--- src/rtl/core/bfw_pkg.sv ---
package bfw_pkg;

	localparam int MAX_WIDTH  = 512;
	localparam int MAX_HEIGHT = 512;
	localparam int PIXEL_BITS = 16;

	// fixed field widths
	localparam int POS_BITS     = 9;
	localparam int FLOW_BITS    = 16;
	localparam int CFG_BITS     = 10;
	localparam int CFG_IDX_BITS = 1;
	localparam int CFG_RESET_SIZE = 512;

	localparam int FRAC_BITS = 6;
	localparam int FRAC_ONE  = 1 << FRAC_BITS;
	localparam int RND_SHIFT = 2 * FRAC_BITS;

	localparam int X_BITS    = $clog2(MAX_WIDTH);
	localparam int Y_BITS    = $clog2(MAX_HEIGHT);
	localparam int ADDR_BITS = X_BITS + Y_BITS;
	localparam int STORE_DEPTH = 2 ** ADDR_BITS;

	// sample coordinate in Q.6 and its integer part
	localparam int SX_BITS = ((POS_BITS + FRAC_BITS > FLOW_BITS - 1) ?
		POS_BITS + FRAC_BITS : FLOW_BITS - 1) + 2;
	localparam int XI_BITS = SX_BITS - FRAC_BITS;
	localparam int XB_MAX  = (X_BITS > Y_BITS) ? X_BITS : Y_BITS;
	localparam int CL_BITS = (XI_BITS > XB_MAX + 1) ? XI_BITS : XB_MAX + 1;

	// blend widths
	localparam int ROW_BITS = PIXEL_BITS + FRAC_BITS + 1;
	localparam int SUM_BITS = ROW_BITS + FRAC_BITS + 1;
	localparam int RES_BITS = SUM_BITS - RND_SHIFT;

	localparam int CMDQ_DEPTH = 4;
	localparam int CQ_BITS    = $clog2(CMDQ_DEPTH);
	localparam int OUTQ_DEPTH = 4;
	localparam int OQ_BITS    = $clog2(OUTQ_DEPTH);

	typedef enum logic {
		CMD_LOAD = 1'b0,
		CMD_WARP = 1'b1
	} bfw_op_t;

	typedef enum logic [CFG_IDX_BITS-1:0] {
		REG_FRAME_WIDTH  = 1'b0,
		REG_FRAME_HEIGHT = 1'b1
	} bfw_reg_t;

	typedef enum logic [1:0] {
		BS_IDLE,
		BS_RD1,
		BS_RD2,
		BS_RD3
	} bfw_bstate_t;

	typedef struct packed {
		bfw_op_t               op;
		logic [ADDR_BITS-1:0]  waddr;
		logic [PIXEL_BITS-1:0] wdata;
		logic [X_BITS-1:0]     cx0;
		logic [X_BITS-1:0]     cx1;
		logic [Y_BITS-1:0]     cy0;
		logic [Y_BITS-1:0]     cy1;
		logic [FRAC_BITS-1:0]  fa;
		logic [FRAC_BITS-1:0]  fb;
	} bfw_cmd_t;

	typedef struct packed {
		logic     push;
		bfw_cmd_t cmd;
	} bfw_cmdq_wr_t;

	typedef struct packed {
		logic     full;
		logic     empty;
		bfw_cmd_t head;
	} bfw_cmdq_st_t;

endpackage

--- src/rtl/core/bfw_cmd_queue.sv ---
module bfw_cmd_queue (
	input  logic                  clk,
	input  logic                  arst_n,
	input  bfw_pkg::bfw_cmdq_wr_t wr,
	input  logic                  pop,
	output bfw_pkg::bfw_cmdq_st_t st
);

	bfw_pkg::bfw_cmd_t mem_q [bfw_pkg::CMDQ_DEPTH];
	logic [bfw_pkg::CQ_BITS-1:0] wr_ptr_q, rd_ptr_q;
	logic [bfw_pkg::CQ_BITS:0]   cnt_q;
	logic do_push, do_pop;

	assign do_push = wr.push && !st.full;
	assign do_pop  = pop && !st.empty;

	always_ff @(posedge clk) begin
		if (do_push) begin
			mem_q[wr_ptr_q] <= wr.cmd;
		end
	end

	always_ff @(posedge clk or negedge arst_n) begin
		if (!arst_n) begin
			wr_ptr_q <= '0;
			rd_ptr_q <= '0;
			cnt_q    <= '0;
		end else begin
			if (do_push) begin
				wr_ptr_q <= wr_ptr_q + 1'b1;
			end
			if (do_pop) begin
				rd_ptr_q <= rd_ptr_q + 1'b1;
			end
			cnt_q <= cnt_q + (bfw_pkg::CQ_BITS+1)'(do_push) - (bfw_pkg::CQ_BITS+1)'(do_pop);
		end
	end

	always_comb begin
		st.full  = (cnt_q == (bfw_pkg::CQ_BITS+1)'(bfw_pkg::CMDQ_DEPTH));
		st.empty = (cnt_q == '0);
		st.head  = mem_q[rd_ptr_q];
	end

endmodule

--- config.mk ---
export PLATFORM = sky130hd
export DESIGN_NAME = bfw_cmd_queue
export DESIGN_NICKNAME = d
export VERILOG_FILES = /design/src/rtl/core/bfw_pkg.sv /design/src/rtl/core/bfw_cmd_queue.sv
export SDC_FILE = /design/constraint.sdc
export NUM_CORES = 1
export LEC_CHECK = 0
export BUFFER_PORTS_ARGS = -buffer_cell sky130_fd_sc_hd__buf_2
export CORE_ASPECT_RATIO = 2
export CORE_MARGIN = 5
export CORE_UTILIZATION = 57
export CTS_CLUSTER_DIAMETER = 30
export DETAILED_ROUTE_END_ITERATION = 8
export GPL_ROUTABILITY_DRIVEN = 0
export PLACE_DENSITY = 0.82
export SLEW_MARGIN = 15
export SYNTH_ARGS = -nofsm -noshare
export SYNTH_HDL_FRONTEND = slang
export SYNTH_SLANG_ARGS = --single-unit
--- constraint.sdc ---
create_clock -name clk -period 3.4 [get_ports clk]
set_input_delay 0.34 -clock clk [delete_from_list [all_inputs] [get_ports clk]]
set_output_delay 0.34 -clock clk [all_outputs]
set_load 0.01 [all_outputs]
==> summary.txt <==
Outcome
  – Status: finished, final reports clean

Power and ir drop
  – VDD IR max: 0.000640 V
  – P_leak: 5.13 nW
  – Final Total Pwr: 13.5 mW
  – Pwr dens: 903 nW/um^2

Worst hold path
  – Hold Crit Class: input pin to flip-flop
  – Hold Path Cell Cnt: 1

Critical path
  – Reg2reg path depth: 8
  – Kind of critical path: flip-flop to output port
  – CP Capture Type: output port
  – Crit path DAT: 2.47 ns
  – Crit-path max FO: 25
  – Max incr delay on CP: 0.75 ns
  – Worst Path Buf+Inv: 2
  – Crit. path cell count: 3
  – Critical-path cell list: buf_4 -> mux4_2 -> buf_2
  – Slowest cell on the critical path: dfrtp_4
  – Crit path launch type: flip-flop
  – CP delay by family, top: flip-flops
  – Worst Path Required: 3.06 ns

Place
  – Port bufs: 171
  – Pre-CTS setup slack: 1.06 ns
  – Placement Cell Area: 13700 sq um
  – Post-DP HPWL: 15300 um
  – Dpl cells: 911

Routing
  – Residual DRC: 0
  – Via density per instance: 5.77
  – Wire length per cell: 24.5 um
  – Routed Antenna Nets: 0
  – Pre-Repair DR Iteration Count: 4
  – Via count: 5671
  – Initial drt markers: 330
  – Final wirelength: 24100 um

Clocking
  – Clk slew on worst S/H paths: 0.06 ns
  – Clock sink total: 339
  – H-tree depth: 2
  – Worst-Skew Late Latency: 0.50 ns
  – Clock root cell: clkbuf_16
  – Num CTS Buffers: 34
  – CTS max path bufs: 3
  – CTS tree: yes

Layout
  – Layout area overhead: 19.4%
  – Reg area: 10200 sq um
  – Final Util: 69.2%
  – Fill cells: 1267
  – Final cell count without fillers: 982
  – Multi-input gate area: 2150 sq um
  – Fin area: 14900 sq um
  – Share of layout cells above drive strength 1: 46.4%
  – Nets@finish: 769

Synth
  – Distinct cell type count after synthesis: 22
  – Syn_nets: 570
  – Cell count after synthesis: 476
  – Seq/Total Area, Yosys: 81.1%
  – Mean post-synth cell area: 26.3 sq um
  – Synth Cell Area: 12500 sq um
  – Number of synthesized register bits: 339
  – Warnings from Yosys: 0

Timing
  – Final worst path period share: 82.5%
  – Skew final: 0.0106 ns
  – Period minus WS final: 2.81 ns
  – Slew @ Worst Pin: 0.665 ns
  – Max-slew violations: 0
  – RSZ-0062 raised after global routing: false
  – Worst hold slack: 0.0486 ns
  – Slew HR: 55.7%
  – Max frequency: 0.356 GHz
  – Final hold violations: 0
  – Final setup margin: 0.594 ns
  – Final TNS setup: 0 ns
  – Final setup violation count: 0

Global routing
  – First-pass GRT wire length: 36800 um
  – Gr usage total: 19.7%
  – Vias in the first global route: 6303
  – Largest net degree at the start of global routing: 44
  – Antenna violations before repair: 11
  – Grt total ovfl: 0

Floorplan
  – I/O pins: 172
  – Core area: 21600 sq um
  – Rows: 76
  – Total die area: 25200 sq um
  – Starting Density: 57.9%
  – Chip Height: 219 um
  – Die W: 115 um

Run
  – Max-cap violations: 0
## state kept, by name, indices dropped and copies added (netlist names)
name	count
mem_q	332
cnt_q	3
rd_ptr_q	2
wr_ptr_q	2
## power by group
group	leakage (nW)	internal, mW	switching (mW)
Clock	0.584	2.46	1.50
Combinational	1.42	1.73	1.86
Sequential	3.12	5.51	0.417
Total	5.13	9.70	3.78
## final cells by class
type | instances | share of cell area [%]
antenna | 8 | 0.134
clock buffer | 42 | 6.33
clock inverter | 20 | 1.84
inverter | 6 | 0.151
multi-input combinational | 111 | 14.4
sequential | 339 | 68.0
tap | 273 | 2.29
timing repair buffer | 183 | 6.86
## cell usage in the layout (no fill, tap or decap), drive strengths merged
| cell | count |
|---|---|
| nand4bb | 2 |
| nand2 | 1 |
| o211ai | 2 |
| ha | 6 |
| o311ai | 1 |
| clkinvlp | 3 |
| and3b | 4 |
| dfrtp | 7 |
| nor3 | 1 |
| o31ai | 1 |
| xor2 | 1 |
| nor3b | 1 |
| diode | 8 |
| dlygate4sd3 | 1 |
| clkinv | 7 |
| edfxtp | 332 |
| inv | 10 |
| mux4 | 83 |
| xnor2 | 3 |
| clkbuf | 42 |
| buf | 182 |
| fa | 1 |
| nand2b | 4 |
| bufinv | 6 |
## synthesized netlist by cell type
cell       instances  area share (%)
edfxtp_1         332              80
mux4_2            83              15
buf_2              7            0.28
dfrtp_1            7             1.4
buf_12             6            0.96
ha_1               6            0.60
inv_1              6            0.18
and3b_1            4            0.28
nand2b_1           4            0.20
buf_4              3            0.18
clkbuf_1           3           0.090
xnor2_1            3            0.21
nand4bb_1          2            0.18
o211ai_1           2            0.12
buf_6              1           0.090
fa_1               1            0.16
nand2_1            1           0.030
nor3_1             1           0.040
nor3b_2            1            0.10
o311ai_0           1           0.070
o31ai_1            1           0.060
xor2_1             1           0.070
## cell families after synthesis
group                      share of synthesized area (%)
AOI/OAI and AO/OA                                  0.250
xor gates and xnor gates                           0.280
adders and majority gates                          0.761
buffers and inverters                               1.78
DFF                                                 81.1
muxes                                               15.0
and+or+nand+nor                                    0.831
## worst register-to-register path, cell delays in order, from the launching register on
cell and delay [ns]:
dfrtp_1 0.47, nor3b_2 0.47, nand2b_1 0.20, ha_1 0.14, inv_1 0.04, ha_1 0.18, fa_1 0.40, xor2_1 0.18
xnor2_1 0.13
## per-layer routing
metal	vias to the layer above	wire length, um	share of wire, %	GRT usage (%)
met2	187	13900	58	35.1
met3	61	1190	4.9	3.48
met5	-	34	0.14	0
met1	2963	8100	34	22.9
li1	2454	-	-	-
met4	6	901	3.7	8.93
## final timing paths
path	from	to	slack, ns
min in group asynchronous	arst_n	cnt_q[2]	0.21
worst min register to register	cnt_q[2]	cnt_q[2]	0.60
worst max register to register	cnt_q[1]	cnt_q[2]	1.07
worst min-delay path	wr[16]	mem_q[1][16]	0.05
worst max-delay path	rd_ptr_q[0]	st[18]	0.59
max in group asynchronous	arst_n	rd_ptr_q[1]	3.01
## what timing repair did
action                                 in CTS  in global routing
hold buffers                                1                  0
endpoints found under the hold margin       7                  0
buffers inserted                            0                  0
resized for setup                           0                  0
Power figures use the tool's default switching activity.
