**src/rtl/core/bfw_pkg.sv**
```systemverilog
package bfw_pkg;

	localparam int MAX_WIDTH  = 512;
	localparam int MAX_HEIGHT = 512;
	localparam int PIXEL_BITS = 16;

	// fixed field widths
	localparam int POS_BITS     = 9;
	localparam int FLOW_BITS    = 16;
	localparam int CFG_BITS     = 10;
	localparam int CFG_IDX_BITS = 1;
	localparam int CFG_RESET_SIZE = 512;

	localparam int FRAC_BITS = 6;
	localparam int FRAC_ONE  = 1 << FRAC_BITS;
	localparam int RND_SHIFT = 2 * FRAC_BITS;

	localparam int X_BITS    = $clog2(MAX_WIDTH);
	localparam int Y_BITS    = $clog2(MAX_HEIGHT);
	localparam int ADDR_BITS = X_BITS + Y_BITS;
	localparam int STORE_DEPTH = 2 ** ADDR_BITS;

	// sample coordinate in Q.6 and its integer part
	localparam int SX_BITS = ((POS_BITS + FRAC_BITS > FLOW_BITS - 1) ?
		POS_BITS + FRAC_BITS : FLOW_BITS - 1) + 2;
	localparam int XI_BITS = SX_BITS - FRAC_BITS;
	localparam int XB_MAX  = (X_BITS > Y_BITS) ? X_BITS : Y_BITS;
	localparam int CL_BITS = (XI_BITS > XB_MAX + 1) ? XI_BITS : XB_MAX + 1;

	// blend widths
	localparam int ROW_BITS = PIXEL_BITS + FRAC_BITS + 1;
	localparam int SUM_BITS = ROW_BITS + FRAC_BITS + 1;
	localparam int RES_BITS = SUM_BITS - RND_SHIFT;

	localparam int CMDQ_DEPTH = 4;
	localparam int CQ_BITS    = $clog2(CMDQ_DEPTH);
	localparam int OUTQ_DEPTH = 4;
	localparam int OQ_BITS    = $clog2(OUTQ_DEPTH);

	typedef enum logic {
		CMD_LOAD = 1'b0,
		CMD_WARP = 1'b1
	} bfw_op_t;

	typedef enum logic [CFG_IDX_BITS-1:0] {
		REG_FRAME_WIDTH  = 1'b0,
		REG_FRAME_HEIGHT = 1'b1
	} bfw_reg_t;

	typedef enum logic [1:0] {
		BS_IDLE,
		BS_RD1,
		BS_RD2,
		BS_RD3
	} bfw_bstate_t;

	typedef struct packed {
		bfw_op_t               op;
		logic [ADDR_BITS-1:0]  waddr;
		logic [PIXEL_BITS-1:0] wdata;
		logic [X_BITS-1:0]     cx0;
		logic [X_BITS-1:0]     cx1;
		logic [Y_BITS-1:0]     cy0;
		logic [Y_BITS-1:0]     cy1;
		logic [FRAC_BITS-1:0]  fa;
		logic [FRAC_BITS-1:0]  fb;
	} bfw_cmd_t;

	typedef struct packed {
		logic     push;
		bfw_cmd_t cmd;
	} bfw_cmdq_wr_t;

	typedef struct packed {
		logic     full;
		logic     empty;
		bfw_cmd_t head;
	} bfw_cmdq_st_t;

endpackage

```
**src/rtl/core/bfw_back.sv**
```systemverilog
module bfw_back (
	input  logic                            clk,
	input  logic                            arst_n,
	input  bfw_pkg::bfw_cmdq_st_t           qst,
	output logic                            q_pop,
	output logic                            ram_we,
	output logic [bfw_pkg::ADDR_BITS-1:0]   ram_addr,
	output logic [bfw_pkg::PIXEL_BITS-1:0]  ram_wdata,
	input  logic [bfw_pkg::PIXEL_BITS-1:0]  ram_rdata,
	input  logic                            pop,
	output logic                            empty,
	output logic signed [bfw_pkg::PIXEL_BITS-1:0] warped_value
);

	localparam int RB = bfw_pkg::ROW_BITS;
	localparam int SB = bfw_pkg::SUM_BITS;
	localparam int PB = bfw_pkg::PIXEL_BITS;
	localparam int FB = bfw_pkg::FRAC_BITS;

	bfw_pkg::bfw_bstate_t state_q, state_d;
	bfw_pkg::bfw_cmd_t cur_q;
	logic [bfw_pkg::OQ_BITS:0] inflight_q;
	logic credit_ok, start, issue;
	logic [1:0] idx;
	logic [FB-1:0] fa_sel, fb_sel;

	// read return stage
	logic rd_vld_s1;
	logic [1:0] rd_idx_s1;
	logic [FB-1:0] rd_fa_s1, rd_fb_s1;
	logic [FB:0] row_wt;
	logic signed [RB-1:0] prod, row_sum, acc_q, top_q;

	// column blend stages
	logic vld_s2, vld_s3, vld_s4;
	logic signed [RB-1:0] top_s2, bot_s2;
	logic [FB-1:0] b_s2, b_s3;
	logic signed [SB-1:0] m_s3, bot_s3, sum_s4;
	logic [bfw_pkg::RES_BITS-1:0] res;
	logic ovf;
	logic [PB-1:0] sat;

	// result queue
	logic [PB-1:0] oq_mem_q [bfw_pkg::OUTQ_DEPTH];
	logic [bfw_pkg::OQ_BITS-1:0] owr_ptr_q, ord_ptr_q;
	logic [bfw_pkg::OQ_BITS:0] ocnt_q;
	logic out_take;

	assign credit_ok = inflight_q < (bfw_pkg::OQ_BITS+1)'(bfw_pkg::OUTQ_DEPTH);

	always_comb begin
		state_d = state_q;
		case (state_q)
			bfw_pkg::BS_IDLE: begin
				if (!qst.empty && qst.head.op == bfw_pkg::CMD_WARP && credit_ok) begin
					state_d = bfw_pkg::BS_RD1;
				end
			end
			bfw_pkg::BS_RD1: begin
				state_d = bfw_pkg::BS_RD2;
			end
			bfw_pkg::BS_RD2: begin
				state_d = bfw_pkg::BS_RD3;
			end
			bfw_pkg::BS_RD3: begin
				state_d = bfw_pkg::BS_IDLE;
			end
			default: begin
				state_d = bfw_pkg::BS_IDLE;
			end
		endcase
	end

	// neighbor order: (x0,y0) (x1,y0) (x0,y1) (x1,y1)
	always_comb begin
		ram_we    = 1'b0;
		ram_addr  = '0;
		ram_wdata = qst.head.wdata;
		q_pop     = 1'b0;
		start     = 1'b0;
		issue     = 1'b0;
		idx       = 2'd0;
		fa_sel    = cur_q.fa;
		fb_sel    = cur_q.fb;
		case (state_q)
			bfw_pkg::BS_IDLE: begin
				fa_sel = qst.head.fa;
				fb_sel = qst.head.fb;
				if (!qst.empty) begin
					if (qst.head.op == bfw_pkg::CMD_LOAD) begin
						ram_we   = 1'b1;
						ram_addr = qst.head.waddr;
						q_pop    = 1'b1;
					end else if (credit_ok) begin
						ram_addr = {qst.head.cy0, qst.head.cx0};
						q_pop    = 1'b1;
						start    = 1'b1;
						issue    = 1'b1;
					end
				end
			end
			bfw_pkg::BS_RD1: begin
				ram_addr = {cur_q.cy0, cur_q.cx1};
				issue    = 1'b1;
				idx      = 2'd1;
			end
			bfw_pkg::BS_RD2: begin
				ram_addr = {cur_q.cy1, cur_q.cx0};
				issue    = 1'b1;
				idx      = 2'd2;
			end
			bfw_pkg::BS_RD3: begin
				ram_addr = {cur_q.cy1, cur_q.cx1};
				issue    = 1'b1;
				idx      = 2'd3;
			end
			default: begin
			end
		endcase
	end

	always_ff @(posedge clk or negedge arst_n) begin
		if (!arst_n) begin
			state_q   <= bfw_pkg::BS_IDLE;
			rd_vld_s1 <= 1'b0;
			vld_s2    <= 1'b0;
			vld_s3    <= 1'b0;
			vld_s4    <= 1'b0;
		end else begin
			state_q   <= state_d;
			rd_vld_s1 <= issue;
			vld_s2    <= rd_vld_s1 && (rd_idx_s1 == 2'd3);
			vld_s3    <= vld_s2;
			vld_s4    <= vld_s3;
		end
	end

	always_ff @(posedge clk) begin
		if (start) begin
			cur_q <= qst.head;
		end
		rd_idx_s1 <= idx;
		rd_fa_s1  <= fa_sel;
		rd_fb_s1  <= fb_sel;
	end

	// row blend: one weighted neighbor per returned read
	always_comb begin
		row_wt  = rd_idx_s1[0] ? {1'b0, rd_fa_s1} : (FB+1)'(bfw_pkg::FRAC_ONE) - {1'b0, rd_fa_s1};
		prod    = RB'($signed(ram_rdata)) * $signed(RB'(row_wt));
		row_sum = acc_q + prod;
	end

	always_ff @(posedge clk) begin
		if (rd_vld_s1 && !rd_idx_s1[0]) begin
			acc_q <= prod;
		end
		if (rd_vld_s1 && rd_idx_s1 == 2'd1) begin
			top_q <= row_sum;
		end
		if (rd_vld_s1 && rd_idx_s1 == 2'd3) begin
			top_s2 <= top_q;
			bot_s2 <= row_sum;
			b_s2   <= rd_fb_s1;
		end
		m_s3   <= SB'(top_s2) * $signed(SB'((FB+1)'(bfw_pkg::FRAC_ONE) - {1'b0, b_s2}));
		bot_s3 <= SB'(bot_s2);
		b_s3   <= b_s2;
		sum_s4 <= m_s3 + bot_s3 * $signed(SB'(b_s3)) + SB'(1 << (bfw_pkg::RND_SHIFT - 1));
	end

	// round half up by floor shift, then saturate
	always_comb begin
		res = sum_s4[SB-1:bfw_pkg::RND_SHIFT];
		ovf = !((&res[bfw_pkg::RES_BITS-1:PB-1]) || !(|res[bfw_pkg::RES_BITS-1:PB-1]));
		if (ovf) begin
			sat = res[bfw_pkg::RES_BITS-1] ? {1'b1, {(PB-1){1'b0}}} : {1'b0, {(PB-1){1'b1}}};
		end else begin
			sat = res[PB-1:0];
		end
	end

	assign empty    = (ocnt_q == '0);
	assign out_take = pop && !empty;
	assign warped_value = oq_mem_q[ord_ptr_q];

	always_ff @(posedge clk) begin
		if (vld_s4) begin
			oq_mem_q[owr_ptr_q] <= sat;
		end
	end

	// a warp starts only with a free result slot, so the queue cannot overflow
	always_ff @(posedge clk or negedge arst_n) begin
		if (!arst_n) begin
			owr_ptr_q  <= '0;
			ord_ptr_q  <= '0;
			ocnt_q     <= '0;
			inflight_q <= '0;
		end else begin
			if (vld_s4) begin
				owr_ptr_q <= owr_ptr_q + 1'b1;
			end
			if (out_take) begin
				ord_ptr_q <= ord_ptr_q + 1'b1;
			end
			ocnt_q <= ocnt_q + (bfw_pkg::OQ_BITS+1)'(vld_s4)
				- (bfw_pkg::OQ_BITS+1)'(out_take);
			inflight_q <= inflight_q + (bfw_pkg::OQ_BITS+1)'(start)
				- (bfw_pkg::OQ_BITS+1)'(out_take);
		end
	end

endmodule
```
**config.mk**
```make
export PLATFORM = sky130hd
export DESIGN_NAME = bfw_back
export DESIGN_NICKNAME = d
export VERILOG_FILES = /design/src/rtl/core/bfw_pkg.sv /design/src/rtl/core/bfw_back.sv
export SDC_FILE = /design/constraint.sdc
export NUM_CORES = 1
export LEC_CHECK = 0
export BUFFER_PORTS_ARGS = -buffer_cell sky130_fd_sc_hd__buf_2
export CAP_MARGIN = 5
export CORE_ASPECT_RATIO = 2
export CORE_UTILIZATION = 50
export DETAILED_ROUTE_END_ITERATION = 7
export GPL_ROUTABILITY_DRIVEN = 0
export PLACE_DENSITY = 0.77
export RECOVER_POWER = 100
export SLEW_MARGIN = 20
export SYNTH_ARGS = -nofsm -noshare
export SYNTH_HDL_FRONTEND = slang
export SYNTH_SLANG_ARGS = --single-unit
```
**constraint.sdc**
```tcl
create_clock -name clk -period 7.4 [get_ports clk]
set_input_delay 0.74 -clock clk [delete_from_list [all_inputs] [get_ports clk]]
set_output_delay 0.74 -clock clk [all_outputs]
set_load 0.1 [all_outputs]
```
==> impl_metrics.ini <==
[place]
dp.cells = 3184
dp_slack_ns = 0.137
dp_hpwl_mm = 42.9
port_buffers = 123
place_area_um2 = 28000

[grt]
grt_use_met3_pct = 1.76
grt_pass1_wl_mm = 86.9
grt_max_degree = 54
grt_util_met1_pct = 18.3
grt_overflow = 0
first_global_vias = 19342
top_usage_layer = met2
antenna_found_initial = 0
grt_usage_pct = 19.8
met2_usage_pct = 41.3

[critical_path]
crit_arrival_ns = 7.50
crit_path_start_kind = register
critical_path.top_delay_family = adder cells
cp_max_fo = 6
cp_slowest_stage_delay_ns = 0.55
cp_num_cells = 32
worstSetupPathType = reg -> reg
slowest_stage = fa_1
r2r_cells = 32
cp-end-kind = register
crit_buf_inv = 6
worstPathRequired_ns = 7.74
path_common_cell = inv_1

[cells_and_area]
fin_area_um2 = 29200
layout.nets = 3216
n_fill_cell = 4437
multi_input_area_um2 = 16300
layout.cells.non_filler = 3244
drive_gt1_share_pct = 9.08
regArea_um2 = 8530
area_delta_synth_final_pct = 8.98

[floorplanning]
core_um2 = 52700
die_height_um = 329
ios = 157
initial_utilization_pct = 50.8
die-area_um2 = 54500
rows = 119
die_w_um = 166

[logic_synthesis]
synth-seq-area-share_pct = 31.9
synthMuxAreaShare_pct = 1.89
synth_area_um2 = 26800
synth_top_family_by_area = adder cells
synth_xor_area_share_pct = 3.47
synth_ff_type = edfxtp_1
synth-simple-area-share_pct = 13.1
synth-edff-count = 210
ys_types = 64
synth-seq-cells = 317
syn_area_per_cell_um2 = 10.9
netlist_top_cells_area = fa_1, edfxtp_1, ha_1, and2_1, dfxtp_1
synth_compound_area_share_pct = 6.85
yosys_warnings = 0
synth_nets = 3117
synthCells = 2456
synth_top_cell_by_area = fa_1
synth_top_area_share_pct = 24.5
synth_fa_ha_area_share_pct = 35.2
async_flop_share_pct = 5.05

[clock_tree]
cts_tree = yes
cts_root_buf = clkbuf_16
h-tree-depth = 1
cts_inserted_buffers = 30
clkTransAtPathRegs_ns = 0.07
insertion_delay_ns = 0.60
clock-sinks = 317
cts_buffer_depth = 3
hold_buffers = 0

[outcome]
outcome = finished, violations left
violations = design-rule violations

[sta]
relSlewSlack_pct = 13.8
fin_crit_sh_pct = 96.8
fin_crit_ns = 7.16
setup_viol = 0
drv_slew = 0
rsz0062_at_grt = true
clock_skew_ns = 0.0440
fin_ws_ns = 0.237
max_freq_mhz = 140
worst_pin_slew_ns = 1.29
hold_violations = 0

[routing]
ant_nets = 0
routed-via-count = 17126
first_pass_iters = 8
drc = 24
wire_per_inst_um = 15.8
drt_wl_total_mm = 51.4
drt_iter0_drc = 729
avgViaCountPerCell = 5.28

[min_path]
hold_class = in -> async

[flow_run]
cap_violations = 0
-- flip-flops by register name (all words and copies together) (netlist names), 18 cells and up --
name	flops
top_q	23
cur_q	48
acc_q	23
bot_s2	23
m_s3	30
top_s2	23
bot_s3	23
oq_mem_q	64
sum_s4	18
-- routing by layer --
layer	share of wire (%)	vias up
li1	-	8020
met1	33	8617
met2	60	348
met3	2.7	141
met4	4.0	0
met5	0	-
-- per-stage QoR --
step           util, %  hold WS [ns]  setup TNS [ns]
6_report          55.3         0.276               0
2_1_floorplan        -         0.323               0
5_1_grt           55.3         0.292          -0.173
3_3_place_gp      53.1         0.331               0
3_5_place_dp      53.1         0.351               0
4_1_cts           55.2        0.0504               0
-- area by class of cell --
cell class / count / share of cell area (%)
Clock inverter: 20 / 0.875
Timing Repair Buffer: 142 / 2.51
Multi-Input combinational cell: 1615 / 55.9
Antenna cell: 1 / 0.00858
Sequential cell: 317 / 29.2
Clock buffer: 35 / 2.85
Tap cell: 665 / 2.85
Inverter: 449 / 5.78
-- kinds of logic after synthesis --
family	Yosys count
AOI/OAI and AO/OA	273
xor gates and xnor gates	106
muxes	29
adders and majority gates	557
and+or+nand+nor	650
buffers and inverters	524
DFF	317
-- cell usage in the layout, fill, tap and decap left out, types with 9 or more instances in the layout --
cell / instances
inv_1: 449
fa_1: 328
and2_1: 313
ha_1: 229
edfxtp_1: 210
nand2_1: 124
buf_2: 99
nor2_1: 97
dfxtp_1: 91
a21oi_1: 80
xnor2_1: 73
nor2b_1: 42
a22oi_1: 36
o21ai_0: 33
a21o_1: 32
clkbuf_16: 32
xor2_1: 29
clkbuf_1: 26
o21a_1: 18
mux4_2: 16
dfrtp_1: 16
buf_4: 16
nand3_1: 14
nand2b_1: 13
nor3_1: 12
mux2_2: 12
a21oi_2: 9
-- Yosys cell counts (all sizes together) (2+ instances only) --
master,count
inv,449
fa,328
and2,314
ha,229
edfxtp,210
nand2,124
nor2,99
dfxtp,91
a21oi,89
xnor2,74
clkbuf,55
nor2b,43
o21ai,43
a22oi,36
a21o,32
xor2,32
buf,20
o21a,18
dfrtp,16
mux4,16
nand3,14
nand2b,13
mux2,12
nor3,12
a31oi,9
and3,8
o21bai,8
o31ai,8
a211oi,6
nand4,5
o31a,4
or2,4
a2111oi,3
nor3b,3
o211ai,3
o22ai,3
or3,3
nand4b,2
o311ai,2
-- what timing repair did --
item | in CTS | in global routing
endpoints found under the setup margin | 0 | 6
setup buffers | 0 | 4
gates resized for setup | 0 | 12
-- final timing paths --
path,startpoint,endpoint,slack [ns]
setup / recovery,rd_fa_s1[0]$_DFF_P_,bot_s2[20]$_DFFE_PP_,0.24
hold / removal,arst_n,ocnt_q[1]$_DFF_PN0_,0.28
setup reg to reg,rd_fa_s1[0]$_DFF_P_,bot_s2[20]$_DFFE_PP_,0.24
hold reg to reg,bot_s2[14]$_DFFE_PP_,bot_s3[14]$_DFF_P_,0.33
max in group asynchronous,arst_n,rd_vld_s1$_DFF_PN0_,6.52
min in group clk,qst[32],cur_q[32]$_DFFE_PP_,0.31
Power is not shown: default switching activity piles up to over one toggle a cycle in this logic, so the estimate is an artifact.
