File: src/rtl/core/bfw_pkg.sv
package bfw_pkg;

	localparam int MAX_WIDTH  = 512;
	localparam int MAX_HEIGHT = 512;
	localparam int PIXEL_BITS = 16;

	// fixed field widths
	localparam int POS_BITS     = 9;
	localparam int FLOW_BITS    = 16;
	localparam int CFG_BITS     = 10;
	localparam int CFG_IDX_BITS = 1;
	localparam int CFG_RESET_SIZE = 512;

	localparam int FRAC_BITS = 6;
	localparam int FRAC_ONE  = 1 << FRAC_BITS;
	localparam int RND_SHIFT = 2 * FRAC_BITS;

	localparam int X_BITS    = $clog2(MAX_WIDTH);
	localparam int Y_BITS    = $clog2(MAX_HEIGHT);
	localparam int ADDR_BITS = X_BITS + Y_BITS;
	localparam int STORE_DEPTH = 2 ** ADDR_BITS;

	// sample coordinate in Q.6 and its integer part
	localparam int SX_BITS = ((POS_BITS + FRAC_BITS > FLOW_BITS - 1) ?
		POS_BITS + FRAC_BITS : FLOW_BITS - 1) + 2;
	localparam int XI_BITS = SX_BITS - FRAC_BITS;
	localparam int XB_MAX  = (X_BITS > Y_BITS) ? X_BITS : Y_BITS;
	localparam int CL_BITS = (XI_BITS > XB_MAX + 1) ? XI_BITS : XB_MAX + 1;

	// blend widths
	localparam int ROW_BITS = PIXEL_BITS + FRAC_BITS + 1;
	localparam int SUM_BITS = ROW_BITS + FRAC_BITS + 1;
	localparam int RES_BITS = SUM_BITS - RND_SHIFT;

	localparam int CMDQ_DEPTH = 4;
	localparam int CQ_BITS    = $clog2(CMDQ_DEPTH);
	localparam int OUTQ_DEPTH = 4;
	localparam int OQ_BITS    = $clog2(OUTQ_DEPTH);

	typedef enum logic {
		CMD_LOAD = 1'b0,
		CMD_WARP = 1'b1
	} bfw_op_t;

	typedef enum logic [CFG_IDX_BITS-1:0] {
		REG_FRAME_WIDTH  = 1'b0,
		REG_FRAME_HEIGHT = 1'b1
	} bfw_reg_t;

	typedef enum logic [1:0] {
		BS_IDLE,
		BS_RD1,
		BS_RD2,
		BS_RD3
	} bfw_bstate_t;

	typedef struct packed {
		bfw_op_t               op;
		logic [ADDR_BITS-1:0]  waddr;
		logic [PIXEL_BITS-1:0] wdata;
		logic [X_BITS-1:0]     cx0;
		logic [X_BITS-1:0]     cx1;
		logic [Y_BITS-1:0]     cy0;
		logic [Y_BITS-1:0]     cy1;
		logic [FRAC_BITS-1:0]  fa;
		logic [FRAC_BITS-1:0]  fb;
	} bfw_cmd_t;

	typedef struct packed {
		logic     push;
		bfw_cmd_t cmd;
	} bfw_cmdq_wr_t;

	typedef struct packed {
		logic     full;
		logic     empty;
		bfw_cmd_t head;
	} bfw_cmdq_st_t;

endpackage

File: src/rtl/core/bfw_front.sv
module bfw_front (
	input  logic                                clk,
	input  logic                                arst_n,
	input  logic                                cfg_valid,
	output logic                                cfg_ready,
	input  logic [bfw_pkg::CFG_IDX_BITS-1:0]    cfg_index,
	input  logic [bfw_pkg::CFG_BITS-1:0]        cfg_data,
	input  logic                                push,
	output logic                                full,
	input  logic                                mode,
	input  logic [bfw_pkg::POS_BITS-1:0]        pos_x,
	input  logic [bfw_pkg::POS_BITS-1:0]        pos_y,
	input  logic signed [bfw_pkg::PIXEL_BITS-1:0] pixel_value,
	input  logic signed [bfw_pkg::FLOW_BITS-1:0]  flow_dx,
	input  logic signed [bfw_pkg::FLOW_BITS-1:0]  flow_dy,
	input  logic                                q_full,
	output bfw_pkg::bfw_cmdq_wr_t               q_wr
);

	localparam int CL = bfw_pkg::CL_BITS;

	logic [bfw_pkg::CFG_BITS-1:0] width_q, height_q;
	logic signed [CL-1:0] w_lim, h_lim;
	logic signed [bfw_pkg::SX_BITS-1:0] sx, sy;
	logic signed [CL-1:0] x0, x1, y0, y1;
	logic [CL-1:0] cx0, cx1, cy0, cy1;
	logic in_store, accept;

	function automatic logic signed [CL-1:0] size_lim(input logic [bfw_pkg::CFG_BITS-1:0] r,
		input int maxv);
		logic signed [CL-1:0] v;
		if (r == '0) begin
			v = '0;
		end else if (32'(r) > maxv) begin
			v = CL'(maxv - 1);
		end else begin
			v = CL'(r) - CL'(1);
		end
		return v;
	endfunction

	function automatic logic [CL-1:0] clamp(input logic signed [CL-1:0] c,
		input logic signed [CL-1:0] lim);
		logic [CL-1:0] v;
		if (c < 0) begin
			v = '0;
		end else if (c > lim) begin
			v = lim;
		end else begin
			v = c;
		end
		return v;
	endfunction

	assign cfg_ready = 1'b1;

	always_ff @(posedge clk or negedge arst_n) begin
		if (!arst_n) begin
			width_q  <= bfw_pkg::CFG_BITS'(bfw_pkg::CFG_RESET_SIZE);
			height_q <= bfw_pkg::CFG_BITS'(bfw_pkg::CFG_RESET_SIZE);
		end else if (cfg_valid && cfg_ready) begin
			case (cfg_index)
				bfw_pkg::REG_FRAME_WIDTH: begin
					width_q <= cfg_data;
				end
				bfw_pkg::REG_FRAME_HEIGHT: begin
					height_q <= cfg_data;
				end
				default: begin
				end
			endcase
		end
	end

	always_comb begin
		w_lim = size_lim(width_q, bfw_pkg::MAX_WIDTH);
		h_lim = size_lim(height_q, bfw_pkg::MAX_HEIGHT);
		sx = $signed({{(bfw_pkg::SX_BITS - bfw_pkg::POS_BITS - bfw_pkg::FRAC_BITS){1'b0}},
			pos_x, {bfw_pkg::FRAC_BITS{1'b0}}}) + bfw_pkg::SX_BITS'(flow_dx);
		sy = $signed({{(bfw_pkg::SX_BITS - bfw_pkg::POS_BITS - bfw_pkg::FRAC_BITS){1'b0}},
			pos_y, {bfw_pkg::FRAC_BITS{1'b0}}}) + bfw_pkg::SX_BITS'(flow_dy);
		// floor: arithmetic drop of the fraction bits
		x0 = CL'($signed(sx[bfw_pkg::SX_BITS-1:bfw_pkg::FRAC_BITS]));
		y0 = CL'($signed(sy[bfw_pkg::SX_BITS-1:bfw_pkg::FRAC_BITS]));
		x1 = x0 + CL'(1);
		y1 = y0 + CL'(1);
		cx0 = clamp(x0, w_lim);
		cx1 = clamp(x1, w_lim);
		cy0 = clamp(y0, h_lim);
		cy1 = clamp(y1, h_lim);
	end

	assign in_store = (32'(pos_x) < bfw_pkg::MAX_WIDTH) && (32'(pos_y) < bfw_pkg::MAX_HEIGHT);
	assign accept   = push && !q_full;
	assign full     = q_full;

	always_comb begin
		q_wr.push      = accept && ((bfw_pkg::bfw_op_t'(mode) == bfw_pkg::CMD_WARP) || in_store);
		q_wr.cmd.op    = bfw_pkg::bfw_op_t'(mode);
		q_wr.cmd.waddr = {bfw_pkg::Y_BITS'(pos_y), bfw_pkg::X_BITS'(pos_x)};
		q_wr.cmd.wdata = pixel_value;
		q_wr.cmd.cx0   = cx0[bfw_pkg::X_BITS-1:0];
		q_wr.cmd.cx1   = cx1[bfw_pkg::X_BITS-1:0];
		q_wr.cmd.cy0   = cy0[bfw_pkg::Y_BITS-1:0];
		q_wr.cmd.cy1   = cy1[bfw_pkg::Y_BITS-1:0];
		q_wr.cmd.fa    = sx[bfw_pkg::FRAC_BITS-1:0];
		q_wr.cmd.fb    = sy[bfw_pkg::FRAC_BITS-1:0];
	end

endmodule

File: config.mk
export PLATFORM = sky130hd
export DESIGN_NAME = bfw_front
export DESIGN_NICKNAME = d
export VERILOG_FILES = /design/src/rtl/core/bfw_pkg.sv /design/src/rtl/core/bfw_front.sv
export SDC_FILE = /design/constraint.sdc
export NUM_CORES = 1
export LEC_CHECK = 0
export ABC_AREA = 1
export BUFFER_PORTS_ARGS = -buffer_cell sky130_fd_sc_hd__buf_2
export CAP_MARGIN = 0
export CORE_MARGIN = 2
export CORE_UTILIZATION = 53
export CTS_BUF_LIST = sky130_fd_sc_hd__clkbuf_16
export DETAILED_ROUTE_END_ITERATION = 10
export GPL_TIMING_DRIVEN = 0
export HOLD_SLACK_MARGIN = 0.05
export PLACE_DENSITY_LB_ADDON = 0.25
export SKIP_CTS_REPAIR_TIMING = 1
export SLEW_MARGIN = 20
export SYNTH_ARGS = -nofsm -noshare
export SYNTH_HDL_FRONTEND = slang
export SYNTH_SLANG_ARGS = --single-unit
File: constraint.sdc
create_clock -name clk -period 4.9 [get_ports clk]
set_input_delay 0.245 -clock clk [delete_from_list [all_inputs] [get_ports clk]]
set_output_delay 0.245 -clock clk [all_outputs]
set_load 0.02 [all_outputs]
==> results of run 1 <==
-- kinds of logic after synthesis --
kind of cell | count (synthesis)
and+or+nand+nor | 441
AOI/OAI and AO/OA | 96
other | 1
adders and majority gates | 68
buffers and inverters | 176
DFF | 20
xor gates and xnor gates | 13
-- per-stage QoR --
stage | hold WS (ps) | power [µW] | cells
final | 260 | 1700 | 1070
after global routing | 257 | 1880 | 1070
after CTS | -64.8 | 1700 | 1069
after detailed placement | 208 | 1470 | 1065
after global placement | 208 | 1450 | 1065
after floorplan | -50.6 | 1150 | 819
-- sequential cells by signal, summed over array words and instances (netlist names) --
signal    count
height_q     10
width_q      10
-- where the power goes --
group / internal [µW] / leakage [µW] / switching, µW / total, µW
registers: 188 / 0.000244 / 24.7 / 212
logic: 459 / 0.00323 / 809 / 1270
clock network: 162 / 0.0000511 / 60.2 / 222
-- layout make-up --
type | instances | area, µm² | area share, %
Buffer | 58 | 412 | 7.08
Clock buffer | 3 | 75.1 | 1.29
Clock inverter | 1 | 30.0 | 0.517
Inverter | 118 | 448 | 7.71
Multi-Input combinational cell | 623 | 3510 | 60.4
Sequential cell | 20 | 503 | 8.66
Tap cell | 108 | 135 | 2.33
Timing Repair Buffer | 139 | 701 | 12.1
-- metal layers --
metal  part of all wire (%)  global-route usage, %  wire length, µm  up-vias
li1                       -                      -                -     2869
met1                     46                   30.0             5380     2303
met2                     48                   41.2             5630      160
met3                    5.6                   1.69              660       11
met4                   0.88                   3.58              104        0
met5                      0                      0                0        -
-- path summary, 6_finish.rpt --
check                         endpoint   startpoint  slack [ps]
max in group asynchronous  height_q[9]       arst_n        4110
min reg2reg                height_q[0]  height_q[0]         510
min                        height_q[2]  cfg_data[2]         260
max                           q_wr[31]     pos_x[0]         580
min in group asynchronous   width_q[8]       arst_n         460
max reg2reg                height_q[9]  height_q[9]        4100
-- critical path, stage by stage --
cell                      delay (ps)
sky130_fd_sc_hd__buf_2           110
sky130_fd_sc_hd__ha_1            260
sky130_fd_sc_hd__fa_1            600
sky130_fd_sc_hd__ha_1            230
sky130_fd_sc_hd__inv_1            80
sky130_fd_sc_hd__nor2_4          110
sky130_fd_sc_hd__nand3_2         110
sky130_fd_sc_hd__nor2_4          130
sky130_fd_sc_hd__nand3_2          90
sky130_fd_sc_hd__nor2_1          100
sky130_fd_sc_hd__nand4_1         100
sky130_fd_sc_hd__nand2_2         130
sky130_fd_sc_hd__inv_6            70
sky130_fd_sc_hd__ha_1            320
sky130_fd_sc_hd__nand3_1         120
sky130_fd_sc_hd__nor3_1          250
sky130_fd_sc_hd__nand2_1         110
sky130_fd_sc_hd__nand3_1          80
sky130_fd_sc_hd__nand2_1          50
sky130_fd_sc_hd__nand2_1          50
sky130_fd_sc_hd__nand2_1          70
sky130_fd_sc_hd__buf_2           190
sky130_fd_sc_hd__o21ai_0         250
sky130_fd_sc_hd__nor2_2           60
sky130_fd_sc_hd__buf_2           160
-- layout by cell type (no fill, tap or decap), types with 2 or more instances in the layout --
master	n
sky130_fd_sc_hd__nand2_1	238
sky130_fd_sc_hd__buf_2	140
sky130_fd_sc_hd__inv_1	111
sky130_fd_sc_hd__nor2_1	67
sky130_fd_sc_hd__ha_1	66
sky130_fd_sc_hd__nand3_1	63
sky130_fd_sc_hd__buf_4	51
sky130_fd_sc_hd__o21ai_0	44
sky130_fd_sc_hd__a21oi_1	36
sky130_fd_sc_hd__dfrtp_1	18
sky130_fd_sc_hd__nand4_1	17
sky130_fd_sc_hd__nor2_2	13
sky130_fd_sc_hd__nand2_2	11
sky130_fd_sc_hd__nand3_2	7
sky130_fd_sc_hd__nand3b_1	6
sky130_fd_sc_hd__nor3_1	6
sky130_fd_sc_hd__inv_2	6
sky130_fd_sc_hd__xnor2_1	6
sky130_fd_sc_hd__o21ai_1	5
sky130_fd_sc_hd__xor2_1	5
sky130_fd_sc_hd__clkbuf_1	5
sky130_fd_sc_hd__conb_1	5
sky130_fd_sc_hd__o21a_1	3
sky130_fd_sc_hd__nor2_4	3
sky130_fd_sc_hd__nand2_4	3
sky130_fd_sc_hd__a21o_1	3
sky130_fd_sc_hd__clkbuf_16	3
sky130_fd_sc_hd__xnor2_2	2
sky130_fd_sc_hd__o21bai_1	2
sky130_fd_sc_hd__nor3_2	2
sky130_fd_sc_hd__or2_2	2
sky130_fd_sc_hd__fa_1	2
sky130_fd_sc_hd__dfstp_2	2
==> impl_summary.txt, run 1 <==
----------------------------------------------------
[Clocking]
  Clock tree from TritonCTS ... built
  CTS sink count ... 20
  Number of buffers created by CTS ... 3
  Worst-Skew Late Latency ... 250 ps
  Clock Tree Buf Depth ... 2
  Clock root buffer ... sky130_fd_sc_hd__clkbuf_16
  H-Tree Level Count ... 1
  Register clock-pin slew on the reported worst setup and hold paths ... 50 ps

[Synthesis]
  Share of the yosys chip area belonging to registers ... 10.4%
  Compound-gate portion of the synthesized area ... 10.5%
  Share of the synthesized area in the top cell type ... 18.4%
  Total number of yosys warnings ... 0
  Area fraction in and, or, nand and nor cells after synthesis ... 40.9%
  Cell taking the most area after synthesis ... sky130_fd_sc_hd__nand2_1
  Synthesized-area fraction occupied by xor and xnor cells ... 2.65%
  Seq cells post-synth ... 20
  Top area cells in the synthesized netlist ... sky130_fd_sc_hd__nand2_1 (18%), sky130_fd_sc_hd__ha_1 (17%), sky130_fd_sc_hd__dfrtp_1 (9.3%), sky130_fd_sc_hd__inv_1 (8.6%), sky130_fd_sc_hd__buf_4 (7.9%)
  Share of cell area taken by muxes after synthesis ... 0%
  Share of synthesized registers carrying an async set or reset ... 100%
  Mean post-synth cell area ... 5.96 µm²
  Most used flip-flop cell after synthesis ... sky130_fd_sc_hd__dfrtp_1
  Most instantiated cells after synthesis ... sky130_fd_sc_hd__nand2_1 (238), sky130_fd_sc_hd__inv_1 (111), sky130_fd_sc_hd__nor2_1 (67)
  Number of enable-type register cells in the synthesized netlist ... 0
  Synth cell types ... 39
  Post-synthesis cell count ... 815
  Dominant combinational cell family by area after synthesis ... simple AND/OR/NAND/NOR gates
  Share of synthesized cell area in full adder, half adder and majority cells ... 17.8%
  Most frequent cell after synthesis ... sky130_fd_sc_hd__nand2_1
  Post-synthesis instance area ... 4850 µm²

[Placement]
  Post-detail-place hpwl ... 9850 µm
  Final Wtd Congestion ... 0.893
  Placement Cell Area ... 5700 µm²
  Number of buffers inserted by port buffering ... 138
  Pre-CTS setup slack ... 590 ps

[Floorplan]
  Total Die Area ... 9940 µm²
  Vertical extent of the die ... 99.7 µm
  Top-Level Pins ... 169
  Overall die width ... 99.7 µm
  Effective utilization at floorplan ... 55.1%
  CORE AREA ... 8810 µm²
  Floorplan row count ... 34

[Timing]
  Worst clock skew ... 0 ps
  Final setup fails ... 0
  Final worst path period share ... 88.2%
  Max-slew violation count ... 0
  Highest Clock Rate ... 0.231 GHz
  Unrepaired setup endpoints after global routing ... no
  Clock period minus worst slack ... 4320 ps
  Worst slew slack as a fraction of its limit ... 49.6%
  Hold Violations, Final ... 0
  Worst Tran Pin Value ... 748 ps
  Post-route setup slack ... 579 ps
  Accumulated negative setup slack ... 0 ps

[Min path]
  Class of the worst hold path ... in -> reg
  Worst hold path cell count ... 3

[Final layout]
  Post-route cell area ... 5810 µm²
  Number of nets in the finished design ... 1114
  Final core occ ... 66.0%
  N_diodes ... 0
  Share of post-route cells with drive strength above 1 ... 26.0%
  Total of fill cells in the finished design ... 872
  Syn-to-layout area delta ... 19.7%

[Route]
  Total vias in the final route ... 5343
  Remaining antenna violation count ... 0
  Detail-routed via count per cell ... 4.99
  Residual DRC ... 0
  Mean routed wirelength per cell ... 11.0 µm
  Routed WL ... 11800 µm
  Number of violations reported at the end of detailed-routing iteration 0 ... 185
  Drt pass-1 iters ... 5

[Critical path]
  Path depth of the worst reg2reg path ... 2
  Critical Path Source Type ... primary input
  Critical Path End Type ... output pin
  Worst setup path class ... in -> out
  Required time of the critical path ... 4660 ps
  Worst-path maximum fanout ... 10
  CP Data Arrival Time ... 4080 ps

[GRT]
  Via count of the first global-routing pass ... 4567
  Number of antenna violations at the first check in global routing ... 0
  Overall overflow remaining after global route ... 0
  Overall fraction of global-route tracks in use ... 22.7%
  Wire length of the first global-routing pass ... 19300 µm
  Largest net degree at the start of global routing ... 21

[Job]
  Max Cap Viol ... 0

[Status]
  Result of the run ... complete, no violations

[Power and ir drop]
  Worst IR Drop VDD ... 0.265 mV
  Power density relative to cell area ... 293 nW/µm²
  Static Leak ... 0.00353 µW

----------------------------------------------------
Note: power is estimated with default switching activity, not from simulation.
==> inputs of run 2 (changes only) <==
- CTS_BUF_LIST: sky130_fd_sc_hd__clkbuf_16 -> default
==> run 2 against run 1 <==
Compared with the run above:
- worst setup slack about the same
- sequential power about the same
- wire length down 0.48%
- worst hold slack worse by 5.4 ps
- core utilization down 0.38 points
- sequential share of layout area up 0.051 points
- die area unchanged
- critical endpoint unchanged
- largest power group unchanged
==> impl_summary.txt, run 2 (synthesis gave the netlist of run 1 again) <==
----------------------------------------------------
[Timing]
  Worst clock skew ... 0 ps
  Accumulated negative setup slack ... 0 ps
  Worst Tran Pin Value ... 772 ps
  Max-slew violation count ... 0
  Worst slew slack as a fraction of its limit ... 48.0%
  Unrepaired setup endpoints after global routing ... no
  Final worst path period share ... 88.2%
  Clock period minus worst slack ... 4320 ps
  Highest Clock Rate ... 0.231 GHz
  Final setup fails ... 0
  Hold Violations, Final ... 0

[Final layout]
  Share of post-route cells with drive strength above 1 ... 26.0%
  N_diodes ... 0
  Number of nets in the finished design ... 1114
  Largest registers in the final layout ... height_q x10, width_q x10
  Number of standard cells in the final layout excluding fillers ... 1070
  Total of fill cells in the finished design ... 880
  Area occupied by multi-input gates ... 3510 µm²
  Syn-to-layout area delta ... 19.0%
  Commonest cells after routing, fill and taps aside ... sky130_fd_sc_hd__nand2_1 (238), sky130_fd_sc_hd__buf_2 (140), sky130_fd_sc_hd__inv_1 (111)
  Area used by sequential logic in the layout ... 503 µm²
  Final core occ ... 65.6%
  Most common cell after layout, fill and taps aside ... sky130_fd_sc_hd__nand2_1

[Clocking]
  Clock Tree Buf Depth ... 2
  H-Tree Level Count ... 1
  Clock root buffer ... sky130_fd_sc_hd__clkbuf_8
  Number of buffers created by CTS ... 3
  Register clock-pin slew on the reported worst setup and hold paths ... 70 ps
  CTS sink count ... 20
  Clock tree from TritonCTS ... built
  Worst-Skew Late Latency ... 250 ps

[Critical path]
  Worst setup path class ... in -> out
  CP Data Arrival Time ... 4080 ps
  Required time of the critical path ... 4660 ps
  Worst-path maximum fanout ... 10
  Minimum setup slack among reg-to-reg paths ... 4100 ps
  Path depth of the worst reg2reg path ... 2
  Critical Path End Type ... output pin
  Critical register-to-register path endpoint ... height_q[9]
  Critical Path Source Type ... primary input
  Reg-to-Reg Start ... height_q[9]

[GRT]
  Wire length of the first global-routing pass ... 19300 µm
  Overall fraction of global-route tracks in use ... 22.5%
  Overall overflow remaining after global route ... 0
  Via count of the first global-routing pass ... 4562
  Number of antenna violations at the first check in global routing ... 0
  Largest net degree at the start of global routing ... 21

[Floorplan]
  Total Die Area ... 9940 µm²
  Overall die width ... 99.7 µm
  CORE AREA ... 8810 µm²
  Top-Level Pins ... 169
  Floorplan row count ... 34
  Vertical extent of the die ... 99.7 µm
  Effective utilization at floorplan ... 55.1%

[Placement]
  Post-detail-place hpwl ... 9850 µm
  Number of buffers inserted by port buffering ... 138
  Number of cells in the design after placement ... 1065
  Final Wtd Congestion ... 0.893

[Power and ir drop]
  Power density relative to cell area ... 284 nW/µm²
  Net Sw Frac ... 54.0%
  Worst IR Drop VDD ... 0.284 mV
  Part of the power in the clock network ... 9.9%
  Sequential fraction of design power ... 12.9%
  Static Leak ... 0.00351 µW
  Net Sw Power ... 886 µW
  Power share of the combinational group ... 77.2%
  Int Power ... 755 µW

[Route]
  Remaining antenna violation count ... 0
  Routed WL ... 11700 µm
  Total vias in the final route ... 5335
  Drt pass-1 iters ... 5
  Residual DRC ... 0
  Mean routed wirelength per cell ... 11.0 µm
  Detail-routed via count per cell ... 4.99
  Number of violations reported at the end of detailed-routing iteration 0 ... 185

[Min path]
  Worst hold path endpoint ... height_q[7]
  Class of the worst hold path ... in -> reg
  Start point of the worst min-delay path ... cfg_data[7]
  Worst hold path cell count ... 3

[Status]
  Result of the run ... complete, no violations

[Job]
  Max Cap Viol ... 0

----------------------------------------------------
==> run 2: cell types whose count changed in the layout (fill, tap and decap cells not counted) <==
| cell | previous run | this run |
|---|---|---|
| sky130_fd_sc_hd__clkbuf_16 | 3 | 0 |
| sky130_fd_sc_hd__clkbuf_8 | 0 | 3 |
==> run 2: per-stage QoR <==
| stage | hold WS, ps | power, µW | cell area [µm²] | setup slack, ps |
|---|---|---|---|---|
| finish | 255 | 1640 | 5780 | 579 |
| global route | 240 | 1820 | 5780 | 242 |
| CTS | -76.4 | 1640 | 5770 | 586 |
| detailed placement | 208 | 1470 | 5700 | 590 |
| global placement | 208 | 1450 | 5700 | 609 |
| floorplan | -50.6 | 1150 | 4870 | 1200 |
==> run 2: per-layer routing <==
layer | GRT usage [%] | routed length [µm] | up-vias
met3 | 1.69 | 564 | 9
met5 | 0 | 0 | -
li1 | - | - | 2870
met2 | 41.0 | 5610 | 144
met1 | 29.9 | 5460 | 2312
met4 | 2.95 | 85 | 0
==> run 2: final cells by class <==
cell class	count	share of cell area (%)
inverter	118	7.75
tap	108	2.34
buffer	58	7.13
timing repair buffer	139	12.1
multi-input combinational	623	60.7
clock buffer	3	0.715
sequential	20	8.71
clock inverter	1	0.520
==> run 2: worst max-delay path by stage <==
stage,startpoint,end,slack [ps],cells after the start
after floorplan,pos_x[0],q_wr[31],1200,24
after global placement,pos_x[0],q_wr[31],610,25
after detailed placement,pos_x[0],q_wr[31],590,25
after CTS,pos_x[0],q_wr[31],590,25
after global routing,pos_x[0],q_wr[31],240,25
final,pos_x[0],q_wr[31],580,25
==> run 2: power by group through the flow <==
stage / clock, µW / sequential, µW / combinational [µW]
6_report: 162 / 212 / 1270
5_1_grt: 173 / 215 / 1430
4_1_cts: 166 / 212 / 1260
3_5_place_dp: 0 / 215 / 1260
3_3_place_gp: 0 / 215 / 1240
2_1_floorplan: 0 / 207 / 942
==> run 2: critical path, stage by stage <==
cell and delay, ps:
sky130_fd_sc_hd__buf_2 110, sky130_fd_sc_hd__ha_1 260, sky130_fd_sc_hd__fa_1 600, sky130_fd_sc_hd__ha_1 230, sky130_fd_sc_hd__inv_1 80, sky130_fd_sc_hd__nor2_4 110, sky130_fd_sc_hd__nand3_2 110, sky130_fd_sc_hd__nor2_4 130
sky130_fd_sc_hd__nand3_2 90, sky130_fd_sc_hd__nor2_1 100, sky130_fd_sc_hd__nand4_1 100, sky130_fd_sc_hd__nand2_2 130, sky130_fd_sc_hd__inv_6 70, sky130_fd_sc_hd__ha_1 320, sky130_fd_sc_hd__nand3_1 120, sky130_fd_sc_hd__nor3_1 250
sky130_fd_sc_hd__nand2_1 120, sky130_fd_sc_hd__nand3_1 90, sky130_fd_sc_hd__nand2_1 50, sky130_fd_sc_hd__nand2_1 50, sky130_fd_sc_hd__nand2_1 70, sky130_fd_sc_hd__buf_2 190, sky130_fd_sc_hd__o21ai_0 250, sky130_fd_sc_hd__nor2_2 60
sky130_fd_sc_hd__buf_2 160
